### src/rtl/core/dpy_pkg.sv
`timescale 1ns / 1ps

package dpy_pkg;

	localparam int D_W = 33;
	localparam int XY_W = 61;
	localparam int Z_W = 34;
	localparam int IDX_W = 5;
	localparam int ATAN_W = 31;
	localparam int GUARD_SH = 24;
	localparam int RND_W = Z_W - 8;
	localparam int PITCH_W = 24;
	localparam int YAW_W = 25;
	localparam int TAB_DEPTH = 32;

	localparam logic [31:0] INV_GAIN = 32'h9B74EDA8;
	localparam logic signed [Z_W-1:0] DEG180_Q24 = 34'sd3019898880;
	localparam logic signed [Z_W-1:0] ROUND_HALF = 34'sd128;
	localparam logic signed [RND_W-1:0] DEG89_Q16 = 26'sd5832704;
	localparam logic signed [RND_W-1:0] DEG180_Q16 = 26'sd11796480;
	localparam logic signed [RND_W-1:0] DEG360_Q16 = 26'sd23592960;

	typedef struct packed {
		logic load;
		logic setup;
		logic emit_vert;
		logic iter;
		logic yaw_fin;
		logic mul_hi;
		logic pitch_fin;
		logic [IDX_W-1:0] idx;
	} dpy_cmd_t;

	function automatic logic [ATAN_W-1:0] atan_q24(input logic [IDX_W-1:0] i);
		logic [ATAN_W-1:0] r;
		case (i)
			5'd0: r = 31'd754974720;
			5'd1: r = 31'd445687602;
			5'd2: r = 31'd235489088;
			5'd3: r = 31'd119537938;
			5'd4: r = 31'd60000934;
			5'd5: r = 31'd30029717;
			5'd6: r = 31'd15018523;
			5'd7: r = 31'd7509720;
			5'd8: r = 31'd3754917;
			5'd9: r = 31'd1877466;
			5'd10: r = 31'd938734;
			5'd11: r = 31'd469367;
			5'd12: r = 31'd234684;
			5'd13: r = 31'd117342;
			5'd14: r = 31'd58671;
			5'd15: r = 31'd29335;
			5'd16: r = 31'd14668;
			5'd17: r = 31'd7334;
			5'd18: r = 31'd3667;
			5'd19: r = 31'd1833;
			5'd20: r = 31'd917;
			5'd21: r = 31'd458;
			5'd22: r = 31'd229;
			5'd23: r = 31'd115;
			5'd24: r = 31'd57;
			5'd25: r = 31'd29;
			5'd26: r = 31'd14;
			5'd27: r = 31'd7;
			5'd28: r = 31'd4;
			5'd29: r = 31'd2;
			5'd30: r = 31'd1;
			default: r = '0;
		endcase
		return r;
	endfunction

endpackage

### src/rtl/core/dpy_ctrl.sv
`timescale 1ns / 1ps

module dpy_ctrl #(
	parameter int CORDIC_STEPS = 24
) (
	input logic clk,
	input logic arst_n,
	input logic start,
	input logic vertical,
	output logic busy,
	output dpy_pkg::dpy_cmd_t cmd
);
	import dpy_pkg::*;

	localparam int ITERS = (CORDIC_STEPS < TAB_DEPTH) ? CORDIC_STEPS : TAB_DEPTH;
	localparam logic [IDX_W-1:0] LAST = IDX_W'(ITERS - 1);

	localparam logic [2:0] S_IDLE = 3'd0;
	localparam logic [2:0] S_SETUP = 3'd1;
	localparam logic [2:0] S_YAW = 3'd2;
	localparam logic [2:0] S_YAWFIN = 3'd3;
	localparam logic [2:0] S_MULHI = 3'd4;
	localparam logic [2:0] S_PITCH = 3'd5;
	localparam logic [2:0] S_PITCHFIN = 3'd6;

	logic [2:0] state_q;
	logic [2:0] state_d;
	logic [IDX_W-1:0] idx_q;
	logic [IDX_W-1:0] idx_d;

	assign busy = (state_q != S_IDLE);

	always_comb begin
		state_d = state_q;
		idx_d = idx_q;
		cmd = '0;
		cmd.idx = idx_q;
		case (state_q)
			S_IDLE: begin
				if (start) begin
					cmd.load = 1'b1;
					state_d = S_SETUP;
				end
			end
			S_SETUP: begin
				if (vertical) begin
					cmd.emit_vert = 1'b1;
					state_d = S_IDLE;
				end else begin
					cmd.setup = 1'b1;
					state_d = S_YAW;
				end
			end
			S_YAW: begin
				cmd.iter = 1'b1;
				if (idx_q == LAST) begin
					idx_d = '0;
					state_d = S_YAWFIN;
				end else begin
					idx_d = idx_q + 1'b1;
				end
			end
			S_YAWFIN: begin
				cmd.yaw_fin = 1'b1;
				state_d = S_MULHI;
			end
			S_MULHI: begin
				cmd.mul_hi = 1'b1;
				state_d = S_PITCH;
			end
			S_PITCH: begin
				cmd.iter = 1'b1;
				if (idx_q == LAST) begin
					idx_d = '0;
					state_d = S_PITCHFIN;
				end else begin
					idx_d = idx_q + 1'b1;
				end
			end
			S_PITCHFIN: begin
				cmd.pitch_fin = 1'b1;
				state_d = S_IDLE;
			end
			default: begin
				idx_d = '0;
				state_d = S_IDLE;
			end
		endcase
	end

	always_ff @(posedge clk or negedge arst_n) begin
		if (!arst_n) begin
			state_q <= S_IDLE;
			idx_q <= '0;
		end else begin
			state_q <= state_d;
			idx_q <= idx_d;
		end
	end

	a_idle_idx: assert property (@(posedge clk) disable iff (!arst_n)
		(state_q == S_IDLE) |-> (idx_q == '0))
		else $error("iteration counter not cleared while idle");

	a_yaw_end: assert property (@(posedge clk) disable iff (!arst_n)
		(state_q == S_YAW && idx_q == LAST) |=> (state_q == S_YAWFIN))
		else $error("yaw pass did not end after the last iteration");

	a_setup_go: assert property (@(posedge clk) disable iff (!arst_n)
		(state_q == S_SETUP && !vertical) |=> (state_q == S_YAW))
		else $error("setup did not start the yaw pass");

	a_busy_start: assert property (@(posedge clk) disable iff (!arst_n)
		$rose(busy) |-> $past(start))
		else $error("busy rose without start");

endmodule

### src/rtl/core/dpy_datapath.sv
`timescale 1ns / 1ps

module dpy_datapath (
	input logic clk,
	input logic arst_n,
	input dpy_pkg::dpy_cmd_t cmd,
	input logic signed [31:0] src_x,
	input logic signed [31:0] src_y,
	input logic signed [31:0] src_z,
	input logic signed [31:0] dst_x,
	input logic signed [31:0] dst_y,
	input logic signed [31:0] dst_z,
	output logic vertical,
	output logic signed [dpy_pkg::PITCH_W-1:0] pitch_deg,
	output logic signed [dpy_pkg::YAW_W-1:0] yaw_deg,
	output logic done
);
	import dpy_pkg::*;

	logic signed [D_W-1:0] dx_q;
	logic signed [D_W-1:0] dy_q;
	logic signed [D_W-1:0] dz_q;
	logic signed [XY_W-1:0] x_q;
	logic signed [XY_W-1:0] y_q;
	logic signed [Z_W-1:0] z_q;
	logic signed [Z_W-1:0] base_q;
	logic [63:0] prod_q;
	logic signed [RND_W-1:0] yaw_pre_q;
	logic signed [YAW_W-1:0] yaw_wr_q;
	logic signed [PITCH_W-1:0] pitch_q;
	logic signed [YAW_W-1:0] yaw_q;
	logic done_q;

	logic signed [XY_W-1:0] dx_ext;
	logic signed [XY_W-1:0] dy_ext;
	logic signed [XY_W-1:0] dz_neg;
	logic signed [XY_W-1:0] xs;
	logic signed [XY_W-1:0] ys;
	logic signed [Z_W-1:0] atan_v;
	logic signed [Z_W-1:0] yaw_sum;
	logic signed [Z_W-1:0] pitch_sum;
	logic signed [RND_W-1:0] yaw_rnd;
	logic signed [RND_W-1:0] yaw_wrap;
	logic signed [RND_W-1:0] pitch_rnd;
	logic signed [RND_W-1:0] pitch_clamp;
	logic [XY_W-1:0] hi_prod;

	assign vertical = (dx_q == '0) && (dy_q == '0);

	assign dx_ext = {{(XY_W-D_W-GUARD_SH){dx_q[D_W-1]}}, dx_q, {GUARD_SH{1'b0}}};
	assign dy_ext = {{(XY_W-D_W-GUARD_SH){dy_q[D_W-1]}}, dy_q, {GUARD_SH{1'b0}}};
	assign dz_neg = -{{(XY_W-D_W-GUARD_SH){dz_q[D_W-1]}}, dz_q, {GUARD_SH{1'b0}}};

	assign xs = x_q >>> cmd.idx;
	assign ys = y_q >>> cmd.idx;
	assign atan_v = $signed({{(Z_W-ATAN_W){1'b0}}, atan_q24(cmd.idx)});

	assign yaw_sum = z_q + base_q + ROUND_HALF;
	assign yaw_rnd = yaw_sum[Z_W-1:8];
	assign pitch_sum = z_q + ROUND_HALF;
	assign pitch_rnd = pitch_sum[Z_W-1:8];

	always_comb begin
		if (yaw_pre_q > DEG180_Q16) begin
			yaw_wrap = yaw_pre_q - DEG360_Q16;
		end else if (yaw_pre_q <= -DEG180_Q16) begin
			yaw_wrap = yaw_pre_q + DEG360_Q16;
		end else begin
			yaw_wrap = yaw_pre_q;
		end
	end

	always_comb begin
		if (pitch_rnd > DEG89_Q16) begin
			pitch_clamp = DEG89_Q16;
		end else if (pitch_rnd < -DEG89_Q16) begin
			pitch_clamp = -DEG89_Q16;
		end else begin
			pitch_clamp = pitch_rnd;
		end
	end

	assign hi_prod = {{(XY_W-(XY_W-32)){1'b0}}, x_q[XY_W-1:32]}
		* {{(XY_W-32){1'b0}}, INV_GAIN};

	always_ff @(posedge clk) begin
		if (cmd.load) begin
			dx_q <= D_W'(dst_x) - D_W'(src_x);
			dy_q <= D_W'(dst_y) - D_W'(src_y);
			dz_q <= D_W'(dst_z) - D_W'(src_z);
		end
		if (cmd.setup) begin
			z_q <= '0;
			if (dx_q[D_W-1]) begin
				x_q <= -dx_ext;
				y_q <= -dy_ext;
				base_q <= dy_q[D_W-1] ? -DEG180_Q24 : DEG180_Q24;
			end else begin
				x_q <= dx_ext;
				y_q <= dy_ext;
				base_q <= '0;
			end
		end else if (cmd.iter) begin
			if (!y_q[XY_W-1]) begin
				x_q <= x_q + ys;
				y_q <= y_q - xs;
				z_q <= z_q + atan_v;
			end else begin
				x_q <= x_q - ys;
				y_q <= y_q + xs;
				z_q <= z_q - atan_v;
			end
		end else if (cmd.mul_hi) begin
			x_q <= $signed(hi_prod + {{(XY_W-32){1'b0}}, prod_q[63:32]});
			y_q <= dz_neg;
			z_q <= '0;
		end
		if (cmd.yaw_fin) begin
			prod_q <= 64'(x_q[31:0]) * 64'(INV_GAIN);
			yaw_pre_q <= yaw_rnd;
		end
		if (cmd.mul_hi) begin
			yaw_wr_q <= yaw_wrap[YAW_W-1:0];
		end
		if (cmd.emit_vert) begin
			yaw_q <= '0;
			pitch_q <= dz_q[D_W-1] || (dz_q == '0) ? DEG89_Q16[PITCH_W-1:0]
				: -DEG89_Q16[PITCH_W-1:0];
		end else if (cmd.pitch_fin) begin
			yaw_q <= yaw_wr_q;
			pitch_q <= pitch_clamp[PITCH_W-1:0];
		end
	end

	always_ff @(posedge clk or negedge arst_n) begin
		if (!arst_n) begin
			done_q <= 1'b0;
		end else begin
			done_q <= cmd.emit_vert || cmd.pitch_fin;
		end
	end

	assign pitch_deg = pitch_q;
	assign yaw_deg = yaw_q;
	assign done = done_q;

	a_done_src: assert property (@(posedge clk) disable iff (!arst_n)
		done_q |-> $past(cmd.emit_vert || cmd.pitch_fin))
		else $error("result word without a finishing step");

	a_pitch_rng: assert property (@(posedge clk) disable iff (!arst_n)
		done_q |-> (RND_W'(pitch_q) <= DEG89_Q16 && RND_W'(pitch_q) >= -DEG89_Q16))
		else $error("pitch out of range");

	a_yaw_rng: assert property (@(posedge clk) disable iff (!arst_n)
		done_q |-> (RND_W'(yaw_q) <= DEG180_Q16 && RND_W'(yaw_q) > -DEG180_Q16))
		else $error("yaw out of range");

endmodule

### src/rtl/core/direction_to_pitch_yaw.sv
`timescale 1ns / 1ps

// Aim angles from a source point to a destination point, computed with two CORDIC
// vectoring passes on one shared iteration unit. A word is taken when start is high
// and busy is low. Busy then stays high through a setup step, the yaw iterations,
// the gain-correction multiply on the low and then the high half of the length, the
// pitch iterations and a final rounding step; each pass runs min(CORDIC_STEPS, 32)
// iterations. A direction with no horizontal component skips both passes. The result
// is shown for exactly one cycle with done high, in the first cycle after busy falls,
// and no new word is taken while busy is high. The result cannot be held off, so the
// receiver must take it in that cycle; start may be raised again in the same cycle.

module direction_to_pitch_yaw #(
	parameter int CORDIC_STEPS = 24
) (
	input logic clk,
	input logic arst_n,
	input logic start,
	output logic busy,
	input logic signed [31:0] src_x,
	input logic signed [31:0] src_y,
	input logic signed [31:0] src_z,
	input logic signed [31:0] dst_x,
	input logic signed [31:0] dst_y,
	input logic signed [31:0] dst_z,
	output logic done,
	output logic signed [dpy_pkg::PITCH_W-1:0] pitch_deg,
	output logic signed [dpy_pkg::YAW_W-1:0] yaw_deg
);
	import dpy_pkg::*;

	dpy_cmd_t cmd;
	logic vertical;

	dpy_ctrl #(
		.CORDIC_STEPS(CORDIC_STEPS)
	) u_ctrl (
		.clk(clk),
		.arst_n(arst_n),
		.start(start),
		.vertical(vertical),
		.busy(busy),
		.cmd(cmd)
	);

	dpy_datapath u_datapath (
		.clk(clk),
		.arst_n(arst_n),
		.cmd(cmd),
		.src_x(src_x),
		.src_y(src_y),
		.src_z(src_z),
		.dst_x(dst_x),
		.dst_y(dst_y),
		.dst_z(dst_z),
		.vertical(vertical),
		.pitch_deg(pitch_deg),
		.yaw_deg(yaw_deg),
		.done(done)
	);

endmodule

### config.mk
export PLATFORM = sky130hd
export DESIGN_NAME = direction_to_pitch_yaw
export DESIGN_NICKNAME = d
export VERILOG_FILES = /design/src/rtl/core/dpy_pkg.sv /design/src/rtl/core/dpy_ctrl.sv /design/src/rtl/core/dpy_datapath.sv /design/src/rtl/core/direction_to_pitch_yaw.sv
export SDC_FILE = /design/constraint.sdc
export NUM_CORES = 2
export LEC_CHECK = 0
export BUFFER_PORTS_ARGS = -buffer_cell sky130_fd_sc_hd__buf_2
export CORE_MARGIN = 10
export CORE_UTILIZATION = 60
export DETAILED_ROUTE_END_ITERATION = 8
export GPL_TIMING_DRIVEN = 0
export HOLD_SLACK_MARGIN = 0.08
export PLACE_DENSITY = 0.77
export RECOVER_POWER = 25
export REMOVE_ABC_BUFFERS = 1
export SETUP_SLACK_MARGIN = 0.5
export SYNTH_ARGS = -nofsm -noshare
export SYNTH_HDL_FRONTEND = slang
export SYNTH_SLANG_ARGS = --single-unit
export TNS_END_PERCENT = 30
### constraint.sdc
create_clock -name clk -period 11.5 [get_ports clk]
set_clock_uncertainty 0.2 [all_clocks]
set_input_delay 1.15 -clock clk [delete_from_list [all_inputs] [get_ports clk]]
set_output_delay 1.15 -clock clk [all_outputs]
set_load 0.03 [all_outputs]
==> impl_metrics.ini <==
[setup_path]
timing.reg2reg.worst_path_depth = 26
critical_path.startpoint_type = flip-flop
critical_path.reg2reg.startpoint = u_datapath.x_q[53]$_DFFE_PP_
critPathRequiredTime_ns = 11.64
rr_endpoint = u_datapath.x_q[60]$_DFFE_PP_
timing.setup.critical_path_class = reg2reg
critPathCapture = u_datapath.x_q[60]$_DFFE_PP_
regToRegSetupSlack_ns = 0.64
worst_setup_path_end_kind = flip-flop
worstPathMaxFanout = 14
worst_ep_arrival_time_ns = 10.99
critical_path.startpoint = u_datapath.x_q[53]$_DFFE_PP_

[power_and_ir_drop]
internal_power_w = 0.00252
power.total_w = 0.00334
cellPowerDensity_mw_per_mm2 = 40.1
p_switching_w = 0.000818
power_switching_share_pct = 24.5
total_leakage_power_nw = 39.1
p_clk_share_pct = 43.8
share_comb_of_total_power_pct = 9.3
seq_power_share_pct = 46.9
vdd_ir_max_v = 0.0000946

[clock_tree]
clock_sinks = 399
cts.htree.levels = 2
cts_made_buffers = 45
clk_pin_slew_worst_paths_ns = 0.06
cts_root_buffer = sky130_fd_sc_hd__clkbuf_16
cts_buffer_depth = 3
clock_tree_from_tritoncts = yes
holdBufCountCts = 0
clk-insertion-delay-late_ns = 0.62

[min_path]
worstHoldStart = u_datapath.yaw_pre_q[0]$_DFFE_PP_
hold_path.class = reg2reg

[sta]
relative_slew_margins_pct = -116
timing_hold_violations_final = 0
timing.final.crit_share_pct = 94.4
setup_ws_ns = 0.643
final-setup-viol-count = 0
maxClockFrequency_ghz = 0.0921
timing_worst_slew_pin_value_ns = 3.24
slew_violations = 195
timing.setup.tns_ns = 0
period_needed_ns = 10.86
grt_setup_unrepaired = false

[yosys]
synthesis.yosys.warnings = 0
cell_area_after_technology_mapping_mm2 = 0.0782
synth_area_per_cell_um2 = 9.37
synth-seq-cells = 399
synth-edff-count = 331
post_synth_num_cell_types = 106
synthFlopType = sky130_fd_sc_hd__edfxtp_1
post_synth_inst_count = 8343
asr_flop_ratio_synth_pct = 2.26
synth-seq-area-share_pct = 14.5

[outcome]
failed_checks = max-capacitance violations, max-slew violations
status = complete, but fails checks

[routing]
vias_per_cell = 6.18
drcViolationCount = 0
drt_pass1_iterations = 7
drt_wl_total_um = 228000
dr_total_vias = 63370
detail-route-antenna-nets = 0
drt_first_iter_violations = 6421
wl_per_cell_um = 22.2

[floorplan]
die_height_um = 381
core_area_mm2 = 0.129
die_area_mm2 = 0.145
starting_density_pct = 60.4
die_w_um = 381
rows = 132
i_o_pin_count = 246

[global_route]
grt_max_degree = 96
antenna_found_initial = 5
via_count_of_the_first_global_routing_pass = 63661
grt_overflow = 0
grt_first_pass_wirelength_um = 358000
groute.usage.overall_pct = 30.8

[layout]
layout.cells.most_common = sky130_fd_sc_hd__inv_1
finalNonFillerCells = 10256
mostFrequentLayoutCells = 1446 x sky130_fd_sc_hd__inv_1, 993 x sky130_fd_sc_hd__ha_1, 874 x sky130_fd_sc_hd__fa_1, 514 x sky130_fd_sc_hd__nor2_1, 498 x sky130_fd_sc_hd__a21oi_1
net_total_in_the_final_layout = 10540
fill_cells = 10605
syn2layout_area_growth_pct = 6.35
final_core_utilization_pct = 64.2
drive_gt1_share_pct = 8.66

[place]
hpwl_um = 185000
port-buffer-count = 245
finalWeightedCongestion = 1.01
place_inst = 10111
dp_worst_setup_slack_ns = 0.270

[run]
maxCapViolations = 7
[worst max-delay path, stage by stage, from the launching register on]
cell	delay (ns)
sky130_fd_sc_hd__edfxtp_1	1.11
sky130_fd_sc_hd__ha_1	0.43
sky130_fd_sc_hd__inv_1	0.13
sky130_fd_sc_hd__fa_1	0.46
sky130_fd_sc_hd__fa_1	0.50
sky130_fd_sc_hd__fa_1	0.53
sky130_fd_sc_hd__inv_1	0.05
sky130_fd_sc_hd__fa_1	0.48
sky130_fd_sc_hd__fa_1	0.53
sky130_fd_sc_hd__fa_1	0.60
sky130_fd_sc_hd__inv_1	0.07
sky130_fd_sc_hd__fa_1	0.50
sky130_fd_sc_hd__inv_1	0.04
sky130_fd_sc_hd__ha_1	0.38
sky130_fd_sc_hd__and3_1	0.26
sky130_fd_sc_hd__nand2_1	0.11
sky130_fd_sc_hd__or2_2	0.34
sky130_fd_sc_hd__a2111oi_0	1.20
sky130_fd_sc_hd__o211a_1	0.33
sky130_fd_sc_hd__o2111ai_1	0.29
sky130_fd_sc_hd__a2111oi_0	0.52
sky130_fd_sc_hd__a211oi_1	0.17
sky130_fd_sc_hd__nor4_1	0.46
sky130_fd_sc_hd__nand4_1	0.27
sky130_fd_sc_hd__nor3_1	0.26
sky130_fd_sc_hd__xnor3_1	0.25
sky130_fd_sc_hd__o22ai_1	0.10
[cell usage after synthesis (all sizes together), types with 59 or more instances]
library cell  instances  area, um^2
a211oi               68         510
a21o                210        1580
a21oi               500        2510
a31oi                67         419
and2                 59         374
and3                 60         375
buf                 116         671
clkbuf              132         495
dfxtp                59        1180
edfxtp              331        9940
fa                  874       17500
ha                  993       12400
inv                1452        5450
mux2                 72         811
mux2i               128        1300
mux4                180        4050
nand2               462        1740
nand2b               66         420
nand3               101         510
nor2                521        1970
nor2b                86         541
nor3                150         756
o21a                 82         616
o21ai               341        1710
xnor2               345        3020
xor2                220        1930
[layer usage]
layer	global-route usage (%)	share of wire, %
met5	0	0.019
met4	12.9	5.0
met3	5.66	9.4
met2	48.2	45
met1	42.1	41
[metrics by stage]
| stage | hold WS, ns | cell area (um^2) |
|---|---|---|
| 2_1_floorplan | 0.217 | 77000 |
| 3_3_place_gp | 0.228 | 80400 |
| 3_5_place_dp | 0.242 | 81200 |
| 4_1_cts | 0.162 | 82700 |
| 5_1_grt | 0.262 | 83200 |
| 6_report | 0.261 | 83200 |
[power groups by stage]
stage	registers (W)	logic, W	clock network [W]
3_3_place_gp	0.00160	0.000299	0
2_1_floorplan	0.00160	0.000211	0
4_1_cts	0.00157	0.000310	0.00147
5_1_grt	0.00157	0.000347	0.00153
6_report	0.00157	0.000310	0.00146
3_5_place_dp	0.00160	0.000309	0
[state kept, by name (all words and copies together), names as in the netlist, 5 cells and up]
signal	count
u_datapath.yaw_wr_q	25
u_datapath.yaw_deg	25
u_datapath.dx_q	33
u_datapath.prod_q	32
u_datapath.y_q	61
u_datapath.pitch_deg	24
u_datapath.z_q	34
u_datapath.dy_q	33
u_datapath.yaw_pre_q	26
u_ctrl.idx_q	5
u_datapath.dz_q	33
u_datapath.x_q	61
[timing repair]
item	4_1_cts	5_1_grt
setup buffers	0	62
cloned	0	0
endpoints found under the setup margin	5	12
gates resized for setup	1	1
[area by class of cell]
type / count / area [um^2] / share of cell area, %
sequential: 399 / 11400 / 13.7
tap: 1742 / 2180 / 2.62
clock inverter: 26 / 256 / 0.308
multi-input combinational: 6241 / 60300 / 72.5
antenna: 1 / 2.50 / 0.00301
clock buffer: 56 / 1190 / 1.43
inverter: 1455 / 5480 / 6.59
timing repair buffer: 336 / 2430 / 2.92
[worst min path at each step]
stage	end	slack, ns	cells after the start
floorplan	u_datapath.yaw_wr_q[3]$_DFFE_PP_	0.22	0
global placement	u_datapath.yaw_wr_q[0]$_DFFE_PP_	0.23	0
detailed placement	u_datapath.yaw_wr_q[0]$_DFFE_PP_	0.24	0
CTS	u_ctrl.idx_q[4]$_DFFE_PN0N_	0.16	1
global route	u_datapath.yaw_wr_q[0]$_DFFE_PP_	0.26	0
finish	u_datapath.yaw_wr_q[0]$_DFFE_PP_	0.26	0
[kinds of logic after synthesis]
group / Yosys count / share of synthesized area [%]
xor gates and xnor gates: 566 / 6.36
buffers and inverters: 1703 / 8.48
and+or+nand+nor: 1755 / 10.8
adders and majority gates: 1867 / 38.3
DFF: 399 / 14.5
muxes: 380 / 7.89
AOI/OAI and AO/OA: 1673 / 13.7
Note: power is estimated with default switching activity, not from simulation.
